--- src/rtl/core/floppy_sector_read_command_sequencer_assert.svh ---
// assertion macros used by the sequencer back end
`ifndef FLOPPY_SECTOR_READ_COMMAND_SEQUENCER_ASSERT_SVH
`define FLOPPY_SECTOR_READ_COMMAND_SEQUENCER_ASSERT_SVH

// same-cycle implication
`define FSPR_ASSERT_SAME(label, clk, rst_n, ante, cons) \
	label: assert property (@(posedge clk) disable iff (!rst_n) (ante) |-> (cons)) \
		else $error("sequencer check failed");

// next-cycle implication
`define FSPR_ASSERT_NEXT(label, clk, rst_n, ante, cons) \
	label: assert property (@(posedge clk) disable iff (!rst_n) (ante) |=> (cons)) \
		else $error("sequencer check failed");

`endif

--- src/rtl/core/fspr_pkg.sv ---
`timescale 1ns / 1ps

package fspr_pkg;

	localparam int CFG_INDEX_W = 3;
	localparam int CFG_DATA_W  = 8;

	typedef enum logic [CFG_INDEX_W-1:0] {
		CFG_SECTORS_PER_TRACK = 3'd0,
		CFG_HEAD_COUNT        = 3'd1,
		CFG_TRACK_COUNT       = 3'd2,
		CFG_STRETCH_SHIFT     = 3'd3,
		CFG_GAP_LENGTH        = 3'd4,
		CFG_DRIVE_SELECT      = 3'd5,
		CFG_READ_OPCODE       = 3'd6,
		CFG_DMA_READ_MODE     = 3'd7
	} cfg_idx_t;

	typedef struct packed {
		logic [5:0] sectors_per_track;
		logic [1:0] head_count;
		logic [7:0] track_count;
		logic       stretch_shift;
		logic [7:0] gap_length;
		logic [1:0] drive_select;
		logic [7:0] read_opcode;
		logic [7:0] dma_read_mode;
	} cfg_t;

	// decoded request handed from the front to the back
	typedef struct packed {
		logic [7:0]  cylinder;
		logic        head;
		logic [5:0]  sector;
		logic [23:0] address;
	} rec_t;

	typedef struct packed {
		logic       target;
		logic [7:0] port_number;
		logic [7:0] write_value;
		logic       last_write;
	} wr_t;

	typedef enum logic [4:0] {
		STEP_RECAL_OP   = 5'd0,
		STEP_RECAL_DRV  = 5'd1,
		STEP_SEEK_OP    = 5'd2,
		STEP_SEEK_DRV   = 5'd3,
		STEP_SEEK_CYL   = 5'd4,
		STEP_DMA_MASK   = 5'd5,
		STEP_DMA_FLIP   = 5'd6,
		STEP_DMA_MODE   = 5'd7,
		STEP_DMA_ADDR0  = 5'd8,
		STEP_DMA_ADDR1  = 5'd9,
		STEP_DMA_PAGE   = 5'd10,
		STEP_DMA_CNT0   = 5'd11,
		STEP_DMA_CNT1   = 5'd12,
		STEP_DMA_UNMASK = 5'd13,
		STEP_RD_OP      = 5'd14,
		STEP_RD_HDRV    = 5'd15,
		STEP_RD_CYL     = 5'd16,
		STEP_RD_HEAD    = 5'd17,
		STEP_RD_SECTOR  = 5'd18,
		STEP_RD_SIZE    = 5'd19,
		STEP_RD_EOT     = 5'd20,
		STEP_RD_GAP     = 5'd21,
		STEP_RD_DTL     = 5'd22
	} step_t;

	localparam logic [7:0]  OP_RECAL        = 8'h07;
	localparam logic [7:0]  OP_SEEK         = 8'h0F;
	localparam logic [7:0]  PORT_DMA_MASK   = 8'd10;
	localparam logic [7:0]  PORT_DMA_FLIP   = 8'd12;
	localparam logic [7:0]  PORT_DMA_MODE   = 8'd11;
	localparam logic [7:0]  PORT_DMA_ADDR   = 8'd4;
	localparam logic [7:0]  PORT_DMA_PAGE   = 8'h81;
	localparam logic [7:0]  PORT_DMA_COUNT  = 8'd5;
	localparam logic [7:0]  DMA_MASK_CH2    = 8'h06;
	localparam logic [7:0]  DMA_UNMASK_CH2  = 8'h02;
	localparam logic [15:0] DMA_COUNT       = 16'd511;
	localparam logic [7:0]  SIZE_CODE_512   = 8'd2;
	localparam logic [7:0]  DTL_BYTE        = 8'hFF;

	localparam cfg_t CFG_RESET = '{
		sectors_per_track: 6'd18,
		head_count:        2'd2,
		track_count:       8'd80,
		stretch_shift:     1'b0,
		gap_length:        8'd27,
		drive_select:      2'd0,
		read_opcode:       8'd230,
		dma_read_mode:     8'd70
	};

	function automatic wr_t fifo_wr(input logic [7:0] value);
		wr_t w;
		w.target      = 1'b0;
		w.port_number = 8'd0;
		w.write_value = value;
		w.last_write  = 1'b0;
		return w;
	endfunction

	function automatic wr_t dma_wr(input logic [7:0] port, input logic [7:0] value);
		wr_t w;
		w.target      = 1'b1;
		w.port_number = port;
		w.write_value = value;
		w.last_write  = 1'b0;
		return w;
	endfunction

	function automatic wr_t step_write(input step_t step, input rec_t rec, input cfg_t cfg);
		wr_t        w;
		logic [7:0] drv;
		logic [7:0] seek_cyl;
		drv      = {6'd0, cfg.drive_select};
		seek_cyl = cfg.stretch_shift ? {rec.cylinder[6:0], 1'b0} : rec.cylinder;
		case (step)
			STEP_RECAL_OP:   w = fifo_wr(OP_RECAL);
			STEP_RECAL_DRV:  w = fifo_wr(drv);
			STEP_SEEK_OP:    w = fifo_wr(OP_SEEK);
			STEP_SEEK_DRV:   w = fifo_wr(drv);
			STEP_SEEK_CYL:   w = fifo_wr(seek_cyl);
			STEP_DMA_MASK:   w = dma_wr(PORT_DMA_MASK, DMA_MASK_CH2);
			STEP_DMA_FLIP:   w = dma_wr(PORT_DMA_FLIP, cfg.dma_read_mode);
			STEP_DMA_MODE:   w = dma_wr(PORT_DMA_MODE, cfg.dma_read_mode);
			STEP_DMA_ADDR0:  w = dma_wr(PORT_DMA_ADDR, rec.address[7:0]);
			STEP_DMA_ADDR1:  w = dma_wr(PORT_DMA_ADDR, rec.address[15:8]);
			STEP_DMA_PAGE:   w = dma_wr(PORT_DMA_PAGE, rec.address[23:16]);
			STEP_DMA_CNT0:   w = dma_wr(PORT_DMA_COUNT, DMA_COUNT[7:0]);
			STEP_DMA_CNT1:   w = dma_wr(PORT_DMA_COUNT, DMA_COUNT[15:8]);
			STEP_DMA_UNMASK: w = dma_wr(PORT_DMA_MASK, DMA_UNMASK_CH2);
			STEP_RD_OP:      w = fifo_wr(cfg.read_opcode);
			STEP_RD_HDRV:    w = fifo_wr({5'd0, rec.head, cfg.drive_select});
			STEP_RD_CYL:     w = fifo_wr(rec.cylinder);
			STEP_RD_HEAD:    w = fifo_wr({7'd0, rec.head});
			STEP_RD_SECTOR:  w = fifo_wr({2'd0, rec.sector});
			STEP_RD_SIZE:    w = fifo_wr(SIZE_CODE_512);
			STEP_RD_EOT:     w = fifo_wr({2'd0, cfg.sectors_per_track});
			STEP_RD_GAP:     w = fifo_wr(cfg.gap_length);
			STEP_RD_DTL: begin
				w            = fifo_wr(DTL_BYTE);
				w.last_write = 1'b1;
			end
			default:         w = fifo_wr(8'd0);
		endcase
		return w;
	endfunction

endpackage

--- src/rtl/core/fspr_req_if.sv ---
`timescale 1ns / 1ps

interface fspr_req_if;
	logic        valid;
	logic        ready;
	logic [15:0] sector_number;
	logic [23:0] buffer_address;

	modport source (output valid, output sector_number, output buffer_address, input ready);
	modport sink (input valid, input sector_number, input buffer_address, output ready);
endinterface

--- src/rtl/core/fspr_wr_if.sv ---
`timescale 1ns / 1ps

interface fspr_wr_if;
	logic       valid;
	logic       ready;
	logic       target;
	logic [7:0] port_number;
	logic [7:0] write_value;
	logic       last_write;

	modport source (
		output valid, output target, output port_number, output write_value,
		output last_write, input ready
	);
	modport sink (
		input valid, input target, input port_number, input write_value,
		input last_write, output ready
	);
endinterface

--- src/rtl/core/fspr_queue.sv ---
`timescale 1ns / 1ps

module fspr_queue #(
	parameter int DEPTH = 2
) (
	input  logic            clk,
	input  logic            arst_n,
	input  logic            push_valid,
	output logic            push_ready,
	input  fspr_pkg::rec_t  push_data,
	output logic            pop_valid,
	input  logic            pop_ready,
	output fspr_pkg::rec_t  pop_data
);
	import fspr_pkg::*;

	localparam int PW = $clog2(DEPTH);
	localparam int CW = $clog2(DEPTH + 1);

	rec_t            mem_q [DEPTH];
	logic [PW-1:0]   wr_ptr_q;
	logic [PW-1:0]   rd_ptr_q;
	logic [CW-1:0]   count_q;
	logic            push;
	logic            pop;

	assign push_ready = (count_q != CW'(DEPTH));
	assign pop_valid  = (count_q != '0);
	assign push       = push_valid && push_ready;
	assign pop        = pop_valid && pop_ready;
	assign pop_data   = mem_q[rd_ptr_q];

	always_ff @(posedge clk or negedge arst_n) begin
		if (!arst_n) begin
			wr_ptr_q <= '0;
			rd_ptr_q <= '0;
			count_q  <= '0;
		end else begin
			if (push) begin
				wr_ptr_q <= (wr_ptr_q == PW'(DEPTH - 1)) ? '0 : wr_ptr_q + PW'(1);
			end
			if (pop) begin
				rd_ptr_q <= (rd_ptr_q == PW'(DEPTH - 1)) ? '0 : rd_ptr_q + PW'(1);
			end
			if (push && !pop) begin
				count_q <= count_q + CW'(1);
			end else if (pop && !push) begin
				count_q <= count_q - CW'(1);
			end
		end
	end

	always_ff @(posedge clk) begin
		if (push) begin
			mem_q[wr_ptr_q] <= push_data;
		end
	end

endmodule

--- src/rtl/core/fspr_front.sv ---
`timescale 1ns / 1ps

module fspr_front (
	input  logic            clk,
	input  logic            arst_n,
	input  fspr_pkg::cfg_t  cfg,
	fspr_req_if.sink        req,
	output logic            push_valid,
	input  logic            push_ready,
	output fspr_pkg::rec_t  push_data
);
	import fspr_pkg::*;

	typedef enum logic [2:0] {
		F_IDLE = 3'b001,
		F_DIV  = 3'b010,
		F_PUSH = 3'b100
	} front_state_t;

	front_state_t state_q;
	logic [5:0]   rem_q;
	logic [15:0]  quo_q;
	logic [3:0]   cnt_q;
	logic [23:0]  addr_q;

	logic [8:0]   tracks;
	logic [14:0]  total;
	logic         req_ok;
	logic         accept;
	logic [6:0]   trial;
	logic         ge;
	logic [6:0]   diff;

	// total sectors on the disk: heads * tracks * sectors per track
	assign tracks = (cfg.head_count == 2'd2) ? {cfg.track_count, 1'b0}
		: {1'b0, cfg.track_count};
	assign total  = 15'(tracks * cfg.sectors_per_track);
	assign req_ok = (req.buffer_address != 24'd0)
		&& (cfg.head_count == 2'd1 || cfg.head_count == 2'd2)
		&& (req.sector_number < {1'b0, total});

	assign req.ready = (state_q == F_IDLE) || ((state_q == F_PUSH) && push_ready);
	assign accept    = req.valid && req.ready;

	// one quotient bit per cycle
	assign trial = {rem_q, quo_q[15]};
	assign ge    = (trial >= {1'b0, cfg.sectors_per_track});
	assign diff  = trial - {1'b0, cfg.sectors_per_track};

	assign push_valid = (state_q == F_PUSH);
	always_comb begin
		push_data.address  = addr_q;
		push_data.sector   = rem_q + 6'd1;
		if (cfg.head_count == 2'd2) begin
			push_data.cylinder = quo_q[8:1];
			push_data.head     = quo_q[0];
		end else begin
			push_data.cylinder = quo_q[7:0];
			push_data.head     = 1'b0;
		end
	end

	always_ff @(posedge clk or negedge arst_n) begin
		if (!arst_n) begin
			state_q <= F_IDLE;
			cnt_q   <= '0;
		end else begin
			case (state_q)
				F_DIV: begin
					cnt_q <= cnt_q + 4'd1;
					if (cnt_q == 4'd15) begin
						state_q <= F_PUSH;
					end
				end
				F_IDLE, F_PUSH: begin
					if (accept && req_ok) begin
						state_q <= F_DIV;
						cnt_q   <= '0;
					end else if (state_q == F_IDLE || push_ready) begin
						state_q <= F_IDLE;
					end
				end
				default: state_q <= F_IDLE;
			endcase
		end
	end

	always_ff @(posedge clk) begin
		if (accept && req_ok) begin
			rem_q  <= '0;
			quo_q  <= req.sector_number;
			addr_q <= req.buffer_address;
		end else if (state_q == F_DIV) begin
			rem_q <= ge ? diff[5:0] : trial[5:0];
			quo_q <= {quo_q[14:0], ge};
		end
	end

endmodule

--- src/rtl/core/fspr_back.sv ---
`timescale 1ns / 1ps

module fspr_back (
	input  logic            clk,
	input  logic            arst_n,
	input  fspr_pkg::cfg_t  cfg,
	input  logic            pop_valid,
	output logic            pop_ready,
	input  fspr_pkg::rec_t  pop_data,
	fspr_wr_if.source       wr
);
	import fspr_pkg::*;

	`include "floppy_sector_read_command_sequencer_assert.svh"

	logic   running_q;
	step_t  step_q;
	rec_t   rec_q;
	logic   out_valid_q;
	wr_t    out_q;
	logic   adv;
	logic   issue;
	logic   final_step;
	logic   pop;

	assign adv        = !out_valid_q || wr.ready;
	assign issue      = running_q && adv;
	assign final_step = (step_q == STEP_RD_DTL);
	assign pop        = pop_valid && (!running_q || (issue && final_step));
	assign pop_ready  = pop;

	assign wr.valid       = out_valid_q;
	assign wr.target      = out_q.target;
	assign wr.port_number = out_q.port_number;
	assign wr.write_value = out_q.write_value;
	assign wr.last_write  = out_q.last_write;

	always_ff @(posedge clk or negedge arst_n) begin
		if (!arst_n) begin
			running_q   <= 1'b0;
			step_q      <= STEP_RECAL_OP;
			out_valid_q <= 1'b0;
		end else begin
			if (issue) begin
				step_q <= final_step ? STEP_RECAL_OP : step_t'(step_q + 5'd1);
			end
			if (pop) begin
				running_q <= 1'b1;
			end else if (issue && final_step) begin
				running_q <= 1'b0;
			end
			if (issue) begin
				out_valid_q <= 1'b1;
			end else if (wr.ready) begin
				out_valid_q <= 1'b0;
			end
		end
	end

	always_ff @(posedge clk) begin
		if (pop) begin
			rec_q <= pop_data;
		end
		if (issue) begin
			out_q <= step_write(step_q, rec_q, cfg);
		end
	end

	`FSPR_ASSERT_SAME(a_idle_at_first_step, clk, arst_n, !running_q, step_q == STEP_RECAL_OP)
	`FSPR_ASSERT_NEXT(a_wrap_after_last, clk, arst_n, issue && final_step, step_q == STEP_RECAL_OP)
	`FSPR_ASSERT_NEXT(a_last_flag_follows, clk, arst_n, issue && final_step, wr.valid && wr.last_write)
	`FSPR_ASSERT_SAME(a_pop_at_boundary, clk, arst_n, pop, !running_q || final_step)

endmodule

--- src/rtl/core/floppy_sector_read_command_sequencer.sv ---
`timescale 1ns / 1ps

// Floppy sector read sequencer: each request transaction (logical sector, buffer address) is
// checked against the configured geometry and split into cylinder, head and sector by a
// bit-serial divider in the front end, then queued. The back end emits 23 write transactions,
// one per cycle when the sink keeps ready high: recalibrate, seek, the channel-2 DMA setup
// and the nine-byte read command. A request with a zero buffer address, an out-of-range
// sector or an unsupported head count is consumed and produces nothing. The write count sets
// the sustained rate: the back end pops the next request as it issues the last write of the
// current one, and the front end decodes it while the current one is still being written out.
// Configuration registers may only be written while no request is in flight.

module floppy_sector_read_command_sequencer #(
	parameter int QUEUE_DEPTH = 2
) (
	input  logic                               clk,
	input  logic                               arst_n,
	fspr_req_if.sink                           req,
	fspr_wr_if.source                          wr,
	input  logic                               cfg_we,
	input  logic [fspr_pkg::CFG_INDEX_W-1:0]   cfg_index,
	input  logic [fspr_pkg::CFG_DATA_W-1:0]    cfg_data
);
	import fspr_pkg::*;

	cfg_t  cfg_q;
	logic  push_valid;
	logic  push_ready;
	rec_t  push_data;
	logic  pop_valid;
	logic  pop_ready;
	rec_t  pop_data;

	always_ff @(posedge clk or negedge arst_n) begin
		if (!arst_n) begin
			cfg_q <= CFG_RESET;
		end else if (cfg_we) begin
			case (cfg_idx_t'(cfg_index))
				CFG_SECTORS_PER_TRACK: cfg_q.sectors_per_track <= cfg_data[5:0];
				CFG_HEAD_COUNT:        cfg_q.head_count        <= cfg_data[1:0];
				CFG_TRACK_COUNT:       cfg_q.track_count       <= cfg_data[7:0];
				CFG_STRETCH_SHIFT:     cfg_q.stretch_shift     <= cfg_data[0];
				CFG_GAP_LENGTH:        cfg_q.gap_length        <= cfg_data[7:0];
				CFG_DRIVE_SELECT:      cfg_q.drive_select      <= cfg_data[1:0];
				CFG_READ_OPCODE:       cfg_q.read_opcode       <= cfg_data[7:0];
				CFG_DMA_READ_MODE:     cfg_q.dma_read_mode     <= cfg_data[7:0];
				default:               cfg_q <= cfg_q;
			endcase
		end
	end

	fspr_front u_front (
		.clk        (clk),
		.arst_n     (arst_n),
		.cfg        (cfg_q),
		.req        (req),
		.push_valid (push_valid),
		.push_ready (push_ready),
		.push_data  (push_data)
	);

	fspr_queue #(
		.DEPTH (QUEUE_DEPTH)
	) u_queue (
		.clk        (clk),
		.arst_n     (arst_n),
		.push_valid (push_valid),
		.push_ready (push_ready),
		.push_data  (push_data),
		.pop_valid  (pop_valid),
		.pop_ready  (pop_ready),
		.pop_data   (pop_data)
	);

	fspr_back u_back (
		.clk       (clk),
		.arst_n    (arst_n),
		.cfg       (cfg_q),
		.pop_valid (pop_valid),
		.pop_ready (pop_ready),
		.pop_data  (pop_data),
		.wr        (wr)
	);

endmodule
--- src/flat_wrapper.sv ---
// flat-port wrapper written by rule: the top's interface ports become plain ports
module floppy_sector_read_command_sequencer_flat import fspr_pkg::*;
#(
	parameter int QUEUE_DEPTH = 2
)
  (clk, arst_n, cfg_we, cfg_index, cfg_data, req_valid, req_sector_number, req_buffer_address, req_ready, wr_valid, wr_target, wr_port_number, wr_write_value, wr_last_write, wr_ready);
  fspr_req_if req_i ();
  fspr_wr_if wr_i ();
  input  logic clk;
  input  logic arst_n;
  input  logic cfg_we;
  input  logic [fspr_pkg::CFG_INDEX_W-1:0] cfg_index;
  input  logic [fspr_pkg::CFG_DATA_W-1:0] cfg_data;
  input wire logic [$bits(req_i.valid)-1:0] req_valid;
  input wire logic [$bits(req_i.sector_number)-1:0] req_sector_number;
  input wire logic [$bits(req_i.buffer_address)-1:0] req_buffer_address;
  output wire logic [$bits(req_i.ready)-1:0] req_ready;
  output wire logic [$bits(wr_i.valid)-1:0] wr_valid;
  output wire logic [$bits(wr_i.target)-1:0] wr_target;
  output wire logic [$bits(wr_i.port_number)-1:0] wr_port_number;
  output wire logic [$bits(wr_i.write_value)-1:0] wr_write_value;
  output wire logic [$bits(wr_i.last_write)-1:0] wr_last_write;
  input wire logic [$bits(wr_i.ready)-1:0] wr_ready;
  assign req_i.valid = req_valid;
  assign req_i.sector_number = req_sector_number;
  assign req_i.buffer_address = req_buffer_address;
  assign req_ready = req_i.ready;
  assign wr_valid = wr_i.valid;
  assign wr_target = wr_i.target;
  assign wr_port_number = wr_i.port_number;
  assign wr_write_value = wr_i.write_value;
  assign wr_last_write = wr_i.last_write;
  assign wr_i.ready = wr_ready;
  floppy_sector_read_command_sequencer #(.QUEUE_DEPTH(QUEUE_DEPTH)) u_core (.clk(clk), .arst_n(arst_n), .req(req_i), .wr(wr_i), .cfg_we(cfg_we), .cfg_index(cfg_index), .cfg_data(cfg_data));
endmodule
--- config.mk ---
export PLATFORM = sky130hd
export DESIGN_NAME = floppy_sector_read_command_sequencer_flat
export DESIGN_NICKNAME = d
export VERILOG_FILES = /design/src/rtl/core/fspr_pkg.sv /design/src/rtl/core/fspr_req_if.sv /design/src/rtl/core/fspr_wr_if.sv /design/src/rtl/core/fspr_queue.sv /design/src/rtl/core/fspr_front.sv /design/src/rtl/core/fspr_back.sv /design/src/rtl/core/floppy_sector_read_command_sequencer.sv /design/src/flat_wrapper.sv
export VERILOG_INCLUDE_DIRS = /design/src /design/src/rtl/core
export SDC_FILE = /design/constraint.sdc
export NUM_CORES = 1
export LEC_CHECK = 0
export ABC_CLOCK_PERIOD_IN_PS = 21600
export BUFFER_PORTS_ARGS = -buffer_cell sky130_fd_sc_hd__buf_2
export CAP_MARGIN = 20
export CORE_ASPECT_RATIO = 0.75
export CORE_MARGIN = 2
export CORE_UTILIZATION = 30
export CTS_BUF_LIST = sky130_fd_sc_hd__clkbuf_8
export DETAILED_ROUTE_END_ITERATION = 10
export PLACE_DENSITY_LB_ADDON = 0.25
export SLEW_MARGIN = 10
export SYNTH_ARGS = -nofsm -noshare
export SYNTH_HDL_FRONTEND = slang
export SYNTH_SLANG_ARGS = --single-unit
--- constraint.sdc ---
create_clock -name clk -period 21.6 [get_ports clk]
set_clock_uncertainty 0.2 [all_clocks]
set_input_delay 5.4 -clock clk [delete_from_list [all_inputs] [get_ports clk]]
set_output_delay 5.4 -clock clk [all_outputs]
set_load 0.01 [all_outputs]
==> results of run 1 <==
[logic make-up (layout without fill, tap and decap cells)]
logic type,Yosys count,after routing,share of synthesized area (%)
other cells,1,4,0.03118
fa+ha+maj,83,83,10.51
mux,100,100,9.218
compound gates,133,133,7.168
simple gates,264,264,10.80
xor+xnor,21,21,1.529
buf+inv,110,228,3.922
flops,239,239,56.82
[registers in the layout, indices dropped and copies added, names as in the netlist]
register / flops
u_core.u_back.running_q: 1
u_core.u_front.addr_q: 24
u_core.u_back.rec_q: 39
u_core.u_front.quo_q: 16
u_core.u_front.cnt_q: 4
u_core.u_front.state_q: 3
u_core.u_queue.mem_q: 78
u_core.u_queue.count_q: 2
u_core.u_back.wr.valid: 1
u_core.cfg_q: 43
u_core.u_queue.wr_ptr_q: 1
u_core.u_back.wr.write_value: 8
u_core.u_back.wr.last_write: 1
u_core.u_back.step_q: 5
u_core.u_back.wr.port_number: 5
u_core.u_front.rem_q: 6
u_core.u_back.wr.target: 1
u_core.u_queue.rd_ptr_q: 1
[worst paths after layout]
check	from	endpoint	slack, ns	depth (start not counted)
worst max-delay path	u_core.cfg_q[36]	u_core.u_front.quo_q[12]	13.56	22
worst min-delay path	u_core.u_front.addr_q[5]	u_core.u_queue.mem_q[0][5]	0.24	0
worst max register to register	u_core.cfg_q[36]	u_core.u_front.quo_q[12]	13.56	22
worst min register to register	u_core.u_front.addr_q[5]	u_core.u_queue.mem_q[0][5]	0.24	0
max in group asynchronous	arst_n	u_core.u_back.step_q[2]	15.78	2
min in group asynchronous	arst_n	u_core.u_queue.count_q[0]	4.80	2
[Yosys cell counts, drive strengths merged (22+ instances only)]
master,number
fa,30
a21oi,30
edfxtp,172
o21ai,40
nor2,53
clkbuf,22
ha,53
nand3,23
nand2,88
dfrtp,43
mux2,86
inv,73
[layout make-up]
type,instances,area (um^2),area share (%)
antenna,1,2.502,0.01833
clock buffer,43,591.8,4.334
clock inverter,31,138.9,1.017
inverter,75,289.0,2.117
multi-input combinational,604,4736,34.68
sequential,239,6834,50.05
tap,520,650.6,4.765
timing repair buffer,79,412.9,3.024
[power breakdown]
part	internal, W	leakage, nW	switching, W
clock network	0.000186	0.452	0.000181
logic	0.000305	2.65	0.000427
registers	0.000566	2.33	0.0000508
[metal layers]
layer / GRT usage [%] / vias to the layer above
met5: 0 / -
met4: 3.059 / 0
met3: 2.738 / 31
met2: 21.03 / 209
met1: 22.15 / 3760
li1: - / 3616
[worst reg2reg max path: stages, from the launching register on]
cell	delay (ns)
dfstp_2	0.54
ha_1	0.50
mux2i_1	0.65
nor2_1	0.15
fa_1	0.54
fa_1	0.55
inv_1	0.06
fa_1	0.56
inv_1	0.08
ha_1	0.34
o21ai_0	0.23
inv_1	0.08
a2111oi_0	0.58
o31ai_1	0.15
a21oi_1	0.19
xor2_1	0.28
ha_1	0.30
and3b_1	0.16
o21ai_0	0.16
o211ai_1	0.10
or4_1	0.47
buf_4	0.25
nand2_1	0.58
[through the flow]
step	total power [W]	hold slack (ns)
5_1_grt	0.001856	0.2604
3_3_place_gp	0.001343	0.2254
2_1_floorplan	0.001139	0.2215
3_5_place_dp	0.001350	0.2296
4_1_cts	0.001730	0.2426
6_report	0.001715	0.2417
==> qor.yml, run 1 <==
synth-edff-count: 172
drc: 0
fin_nets: 1178
power.density_mw_per_mm2: 125.6
wl_mm: 29.60
place_worst_setup_slack_ns: 13.17
rsz0062_at_grt: "false"
cts_made_buffers: 40
critPathBufInv: 4
grt_pass1_vias: 7688
placed_cells: 1517
area_growth_syn_to_layout_pct: 13.55
cts_resized: 0
peakVddDrop_mv: 0.04713
drv_cap: 0
crit_slowest_cell: "mux2i_1"
final.setup.worst_slack_ns: 13.56
setup-tns-final_ns: 0
slew_viol_final: 0
die_w_um: 235.2
mostFrequentLayoutCells: "172 x edfxtp_1, 91 x inv_1, 88 x nand2_1, 86 x mux2_2, 72 x buf_2"
grt_overflow_total: 0
wire_per_inst_um: 18.59
tightest_slew_ns: 1.001
clkLatencyLatePin_ns: 0.57
synth-seq-cells: 239
hold_viol: 0
worst_ep_arrival_time_ns: 8.04
crit_chain: "ha_1 > mux2i_1 > nor2_1 > fa_1 > fa_1 > inv_1 > fa_1 > inv_1 > ha_1 > o21ai_0 > inv_1 > a2111oi_0 > o31ai_1 > a21oi_1 > xor2_1 > ha_1 > and3b_1 > o21ai_0 > o211ai_1 > or4_1 > buf_4 > nand2_1"
synth_area_leader_cell: "edfxtp_1"
coreArea_mm2: 0.03949
crit_required_ns: 21.59
rows: 63
crit_type: "reg2reg"
die_y_um: 177.4
drive_gt1_share_pct: 22.69
clk_pin_slew_ns: 0.06
cp_slowest_stage_delay_ns: 0.65
drt-initial-drc-count: 658
max_freq_mhz: 124.3
hold_class: "reg2reg"
io_buffers: 72
pin_count: 76
layout_commonest_cell: "edfxtp_1"
place_area_mm2: 0.01292
wl_met1_mm: 15.13
relSlewSlack_pct: 33.24
top_layer: "met4"
route.met3.wl_mm: 1.695
grt_pass1_wl_mm: 46.35
first_pass_iters: 5
syn_area_per_cell_um2: 12.65
grt_max_degree: 62
period_needed_ns: 8.045
fillers: 3883
synth_area_mm2: 0.01203
design_area_mm2: 0.01366
htree_levels: 2
crit_family: "adder cells"
final-instance-count-excl-fill: 1592
clock-root-buffer: "clkbuf_8"
cts_tree: "built"
vias_per_cell: 4.784
p_leak_nw: 5.437
synth_area_leaders: "edfxtp_1 43%, dfrtp_1 8.9%, mux2_2 8.1%, ha_1 5.5%, fa_1 5.0%"
final_util_pct: 34.58
synth-async-reset-ratio_pct: 25.52
hold_buffers: 0
gp_congestion: 0.8716
cts.sinks: 239
setup-violations-final: 0
synth_top_area_share_pct: 42.95
wl_met2_mm: 12.42
finalCritPeriodShare_pct: 37.25
yosysSeqAreaShare_pct: 56.82
ys.flop_type: "edfxtp_1"
status: "finished, final reports clean"
antenna_left: 0
vias: 7616
max-clock-path-buffers: 3
worst_setup_path_start_kind: "register"
crit_fanout: 27
hpwl_mm: 21.53
grt_use_total_pct: 14.46
yosysUniqueCellTypes: 66
antenna_found_initial: 0
syn_inst: 951
initial_core_util_pct: 30.45
dieArea_mm2: 0.04172
ys_warn_count: 0
post-cts-setup-buffers: 0
cp-end-kind: "register"
Power figures use the tool's default switching activity.
==> run 2: changes to the inputs <==
--- a/config.mk
+++ b/config.mk
@@ -6,7 +6,8 @@
 export SDC_FILE = /design/constraint.sdc
 export NUM_CORES = 1
 export LEC_CHECK = 0
-export ABC_CLOCK_PERIOD_IN_PS = 21600
+export ABC_AREA = 1
+export ABC_CLOCK_PERIOD_IN_PS = 7400
 export BUFFER_PORTS_ARGS = -buffer_cell sky130_fd_sc_hd__buf_2
 export CAP_MARGIN = 20
 export CORE_ASPECT_RATIO = 0.75
==> constraint.sdc (replaced) <==
create_clock -name clk -period 7.4 [get_ports clk]
set_clock_uncertainty 0.2 [all_clocks]
set_input_delay 1.85 -clock clk [delete_from_list [all_inputs] [get_ports clk]]
set_output_delay 1.85 -clock clk [all_outputs]
set_load 0.01 [all_outputs]
==> qor.yml, run 2 <==
placed_cells: 1784  # +18%
synth-async-reset-ratio_pct: 25.52  # unchanged
wl_mm: 30.09  # +1.6%
synth_top_area_share_pct: 42.85  # -0.098 points
vias_per_cell: 4.542  # -5.1%
area_growth_syn_to_layout_pct: 13.83
gp_congestion: 0.8682  # -0.39%
setup-violations-final: 0  # unchanged
cp-end-kind: "register"
status: "finished, final reports clean"
ys_warn_count: 0  # unchanged
cts_tree: "built"
relSlewSlack_pct: 30.54  # -2.7 points
crit_required_ns: 7.32  # -14.27 ns
post-cts-setup-buffers: 0  # unchanged
synth_area_mm2: 0.01205  # +0.23%
gr-usage-met2_pct: 20.62  # -0.41 points
die_w_um: 235.5  # +0.11%
first_pass_iters: 6  # +1
coreArea_mm2: 0.03957  # +0.20%
antenna_found_initial: 0  # unchanged
met1_usage_pct: 23.01  # +0.86 points
ys.flop_type: "edfxtp_1"
largest_register_ffs: 78  # unchanged
vias: 8421  # +11%
clk_pin_slew_ns: 0.06  # about the same
syn_area_per_cell_um2: 9.970  # -21%
worst_ep_arrival_time_ns: 6.73  # -1.31 ns
max-clock-path-buffers: 3  # unchanged
crit_type: "reg2reg"
grt_use_total_pct: 14.79  # +0.33 points
peakVddDrop_mv: 0.1204  # +160%
layout_commonest_cell: "nand2_1"
io_buffers: 72  # unchanged
power.density_mw_per_mm2: 326.0  # +160%
slew_viol_final: 0  # unchanged
drv_cap: 0  # unchanged
synth-edff-count: 172  # unchanged
drt-initial-drc-count: 657  # -0.15%
die_y_um: 177.6  # +0.11%
p_leak_nw: 5.992  # +10%
grt_pass1_vias: 8269  # +7.6%
setup-tns-final_ns: 0  # unchanged
grt_max_degree: 62  # unchanged
hold_class: "reg2reg"
hold_viol: 0  # unchanged
worst_setup_path_start_kind: "register"
busiest_layer: "met1"
synth-seq-cells: 239  # unchanged
cts_resized: 0  # unchanged
clkLatencyLatePin_ns: 0.56  # about the same
rsz0062_at_grt: "false"
finalCritPeriodShare_pct: 91.98  # +55 points
yosysSeqAreaShare_pct: 56.70  # -0.13 points
wire_per_inst_um: 16.23  # -13%
drc: 0  # unchanged
grt_overflow_total: 0  # unchanged
syn_inst: 1209  # +27%
period_needed_ns: 6.807  # -1.238 ns
yosysUniqueCellTypes: 50  # -24%
drive_gt1_share_pct: 12.53  # -10 points
initial_core_util_pct: 30.46  # about the same
grt_pass1_wl_mm: 47.66  # +2.8%
max_freq_mhz: 146.9  # +18%
antenna_left: 0  # unchanged
synthTopCellsByCount: "341 x nand2_1, 172 x edfxtp_1, 147 x inv_1, 108 x nor2_1, 80 x o21ai_0"
pin_count: 76  # unchanged
crit_fanout: 20  # -26%
hpwl_mm: 22.30  # +3.6%
yosysMostFrequentCell: "nand2_1"
r2r_setup_slack_ns: 0.59  # -12.96 ns
cts_made_buffers: 39  # -2.5%
tightest_slew_ns: 1.036  # +0.03482 ns
fin_nets: 1444  # +23%
hold_buffers: 0  # unchanged
htree_levels: 2  # unchanged
met3_usage_pct: 2.846  # +0.11 points
synth_area_leader_cell: "edfxtp_1"
synth_area_leaders: "edfxtp_1 43%, nand2_1 11%, dfrtp_1 8.9%, ha_1 5.5%, fa_1 5.0%"
top_register: "u_core.u_queue.mem_q"
rows: 63  # unchanged
final-instance-count-excl-fill: 1854  # +16%
clock-root-buffer: "clkbuf_8"
reg_top3: "u_core.u_queue.mem_q: 78 flops, u_core.cfg_q: 43 flops, u_core.u_back.rec_q: 39 flops"
mostFrequentLayoutCells: "341 x nand2_1, 172 x edfxtp_1, 165 x inv_1, 106 x nor2_1, 80 x o21ai_0"
cts.sinks: 239  # unchanged
dieArea_mm2: 0.04182  # +0.23%
run 2: worst max-delay path: stages, from the launching register on:
cell and delay, ns:
dfstp_2 0.55, ha_1 0.44, mux2i_1 0.55, nor2_1 0.11, fa_1 0.48, fa_1 0.54
inv_1 0.05, fa_1 0.53, inv_1 0.04, ha_1 0.37, a21oi_1 0.19, o21ai_0 0.10
a21oi_1 0.20, o21ai_0 0.21, xnor2_1 0.18, ha_1 0.28, nand2_1 0.05, o21ai_0 0.20
nand2_1 0.07, a21oi_1 0.23, nor2_4 0.05, nand2_4 0.20, nand2_1 0.53
run 2: path summary, 6_finish.rpt:
kind                                      startpoint                           to  cells after the start
setup reg to reg                    u_core.cfg_q[36]      u_core.u_front.quo_q[3]                     22
max in group asynchronous                     arst_n      u_core.u_queue.rd_ptr_q                      2
setup / recovery                    u_core.cfg_q[36]      u_core.u_front.quo_q[3]                     22
hold reg to reg            u_core.u_front.addr_q[19]  u_core.u_queue.mem_q[0][19]                      0
hold / removal             u_core.u_front.addr_q[19]  u_core.u_queue.mem_q[0][19]                      0
min in group asynchronous                     arst_n      u_core.u_front.cnt_q[1]                      2
run 2: power breakdown:
part           internal (W)  switching, W  leakage [nW]  total [W]
Clock              0.000526      0.000522         0.424    0.00105
Sequential          0.00174      0.000178          2.33    0.00192
Combinational      0.000507       0.00100          3.24    0.00151
run 2: final cells by class:
| type | count | area [um^2] |
|---|---|---|
| Clock inverter | 27 | 125.1 |
| Clock buffer | 42 | 578.1 |
| Tap cell | 520 | 650.6 |
| Timing Repair Buffer | 79 | 412.9 |
| Inverter | 158 | 598.1 |
| Fill cell | 4033 | 25850 |
| Sequential cell | 239 | 6835 |
| Multi-Input combinational cell | 788 | 4518 |
| Antenna cell | 1 | 2.502 |
run 2: cell families (layout without fill, tap and decap cells):
kind of cell / count (synthesis) / count (layout) / share of synthesized area [%]
AOI/OAI and AO/OA: 163 / 163 / 7.837
xor gates and xnor gates: 19 / 19 / 1.381
adders and majority gates: 83 / 83 / 10.48
buffers and inverters: 184 / 306 / 6.114
DFF: 239 / 239 / 56.70
muxes: 2 / 2 / 0.1661
other: 1 / 4 / 0.03111
and+or+nand+nor: 518 / 518 / 17.29
run 2: per-layer routing:
metal | routed length [um] | vias to the layer above | share of wire [%]
li1 | - | 4179 | -
met2 | 12130 | 201 | 40
met5 | 0 | - | 0
met1 | 15800 | 3995 | 52
met4 | 580 | 0 | 1.9
met3 | 1583 | 46 | 5.3
run 2: through the flow:
stage / util, % / hold slack [ns] / power (W) / setup slack (ns) / area (um^2)
6_report: 34.67 / 0.2468 / 0.004473 / 0.5932 / 13720
5_1_grt: 34.67 / 0.2614 / 0.004821 / 0.01234 / 13720
4_1_cts: 34.67 / 0.2454 / 0.004522 / 0.5977 / 13720
3_5_place_dp: 32.89 / 0.2348 / 0.003445 / 0.5898 / 13020
3_3_place_gp: 32.89 / 0.2292 / 0.003438 / 0.7290 / 13020
2_1_floorplan: - / 0.2215 / 0.002933 / 1.529 / 12060
==> run 3: changes to the inputs <==
--- a/config.mk
+++ b/config.mk
@@ -10,12 +10,14 @@
 export ABC_CLOCK_PERIOD_IN_PS = 7400
 export BUFFER_PORTS_ARGS = -buffer_cell sky130_fd_sc_hd__buf_2
 export CAP_MARGIN = 20
+export CELL_PAD_IN_SITES_DETAIL_PLACEMENT = 0
+export CELL_PAD_IN_SITES_GLOBAL_PLACEMENT = 1
 export CORE_ASPECT_RATIO = 0.75
 export CORE_MARGIN = 2
 export CORE_UTILIZATION = 30
 export CTS_BUF_LIST = sky130_fd_sc_hd__clkbuf_8
 export DETAILED_ROUTE_END_ITERATION = 10
-export PLACE_DENSITY_LB_ADDON = 0.25
+export PLACE_DENSITY_LB_ADDON = 0.08
 export SLEW_MARGIN = 10
 export SYNTH_ARGS = -nofsm -noshare
 export SYNTH_HDL_FRONTEND = slang
==> qor.yml, run 3 (synthesis gave the netlist of run 2 again) <==
vias: 8432  # +0.13%
antenna_left: 0  # unchanged
cp-end-kind: "register"
coreArea_mm2: 0.03957  # unchanged
multiInputGateArea_mm2: 0.004518  # unchanged
r2r_cells: 24  # +9.1%
final_util_pct: 35.00  # +0.32 points
fin_nets: 1448  # +0.28%
ff_latch_area_mm2: 0.006835  # unchanged
hold_buffers: 0  # unchanged
max_freq_mhz: 150.6  # +2.5%
initial_core_util_pct: 30.46  # unchanged
hold_viol: 0  # unchanged
drv_cap: 0  # unchanged
drc: 0  # unchanged
status: "finished, final reports clean"
largest_register_ffs: 78  # unchanged
place_worst_setup_slack_ns: 0.7784  # +0.1886 ns
io_buffers: 72  # unchanged
antenna_cells: 0  # -1
cts_resized: 0  # unchanged
worst_hold_path.endpoint: "u_core.u_queue.mem_q[1][16]"
cts.sinks: 239  # unchanged
die_w_um: 235.5  # unchanged
drt-initial-drc-count: 611  # -7.0%
layout_commonest_cell: "nand2_1"
r2r-start: "u_core.cfg_q[36]"
grt_use_total_pct: 16.46  # +1.7 points
reg_top3: "u_core.u_queue.mem_q: 78 flops, u_core.cfg_q: 43 flops, u_core.u_back.rec_q: 39 flops"
wl_mm: 32.92  # +9.4%
peakVddDrop_mv: 0.1103  # -8.3%
r2r-end: "u_core.u_front.quo_q[2]"
vias_per_cell: 4.528  # -0.30%
hold_class: "reg2reg"
post-cts-setup-buffers: 0  # unchanged
antenna_found_initial: 0  # unchanged
hold_depth: 0  # unchanged
rsz0062_at_grt: "false"
slew_viol_final: 0  # unchanged
grt_pass1_vias: 8479  # +2.5%
tightest_slew_ns: 0.9173  # -0.1190 ns
cts_tree: "built"
crit_required_ns: 7.50  # +0.18 ns
worst_setup_path_start_kind: "register"
setup-tns-final_ns: 0  # unchanged
first_pass_iters: 5  # -1
crit_fanout: 48  # +140%
mostFrequentLayoutCells: "341 x nand2_1, 172 x edfxtp_1, 157 x inv_1, 106 x nor2_1, 80 x o21ai_0"
power.density_mw_per_mm2: 336.0  # +3.1%
wire_per_inst_um: 17.68  # +8.9%
grt_pass1_wl_mm: 52.01  # +9.1%
area_growth_syn_to_layout_pct: 14.88
grt_max_degree: 62  # unchanged
top_register: "u_core.u_queue.mem_q"
crit_type: "reg2reg"
p_leak_nw: 6.045  # +0.88%
drive_gt1_share_pct: 13.49  # +0.96 points
whs_ns: 0.2445  # -0.002238 ns
fin_total_pwr_w: 0.004653  # +4.0%
r2r_setup_slack_ns: 0.76  # +0.17 ns
final.setup.worst_slack_ns: 0.7613  # +0.1681 ns
rows: 63  # unchanged
htree_levels: 2  # unchanged
min_from: "u_core.u_front.addr_q[16]"
pin_count: 76  # unchanged
dieArea_mm2: 0.04182  # unchanged
relSlewSlack_pct: 38.52  # +8.0 points
hpwl_mm: 24.05  # +7.9%
setup-violations-final: 0  # unchanged
finalCritPeriodShare_pct: 89.71  # -2.3 points
max-clock-path-buffers: 3  # unchanged
clkLatencyLatePin_ns: 0.56  # about the same
worst_ep_arrival_time_ns: 6.74  # about the same
period_needed_ns: 6.639  # -0.1681 ns
grt_overflow_total: 0  # unchanged
clock-root-buffer: "clkbuf_8"
fillers: 4077  # +1.1%
gp_congestion: 0.8746  # +0.74%
cts_made_buffers: 41  # +5.1%
die_y_um: 177.6  # unchanged
clk_pin_slew_ns: 0.06  # about the same
-- run 3: per-stage QoR --
stage,area [um^2],instances
final,13850,1862
after global routing,13850,1862
after global placement,13030,1786
after detailed placement,13030,1786
after floorplan,12060,1211
after CTS,13850,1862
-- run 3: layout make-up --
cell class,instances,area share [%]
multi-input cells,788,32.63
flip-flops and latches,239,49.36
inverters,158,4.319
well taps,520,4.698
clock inverters,28,1.138
clock buffers,48,4.771
repair buffers,81,3.090
-- run 3: worst max path at each step --
| stage | depth (start not counted) | start | endpoint |
|---|---|---|---|
| after floorplan | 27 | u_core.cfg_q[36] | u_core.u_front.quo_q[0] |
| after global placement | 25 | u_core.cfg_q[36] | u_core.u_front.quo_q[1] |
| after detailed placement | 24 | u_core.cfg_q[36] | u_core.u_front.quo_q[5] |
| after CTS | 24 | u_core.cfg_q[36] | u_core.u_front.quo_q[3] |
| after global routing | 26 | u_core.cfg_q[36] | u_core.u_front.quo_q[2] |
| final | 24 | u_core.cfg_q[36] | u_core.u_front.quo_q[2] |
-- run 3: report_power, final --
part	total (W)	leakage (nW)	internal, W	switching [W]
sequential	0.00192	2.33	0.00174	0.000186
clock	0.00119	0.466	0.000633	0.000560
combinational	0.00154	3.25	0.000509	0.00103
total	0.00465	6.04	0.00288	0.00177
-- run 3: worst max-delay path: stages, from the launching register on --
cell,delay [ns]
dfstp_2,0.55
ha_1,0.42
mux2i_1,0.58
nor2_1,0.11
fa_1,0.48
fa_1,0.55
inv_1,0.05
fa_1,0.52
inv_1,0.04
ha_1,0.36
a21oi_1,0.21
o21ai_0,0.11
a21oi_1,0.24
o21ai_0,0.24
xnor2_1,0.21
ha_1,0.29
nand2_1,0.06
o21ai_0,0.17
nand2_1,0.07
a21oi_1,0.23
nor2_4,0.06
nand2_4,0.20
inv_6,0.20
nand2_1,0.12
o21ai_0,0.09
-- run 3: metal layers --
layer	global-route usage (%)	routed length (um)
met3	2.862	1512
met4	3.769	500
met2	22.50	12810
met5	0	0
met1	26.43	18100
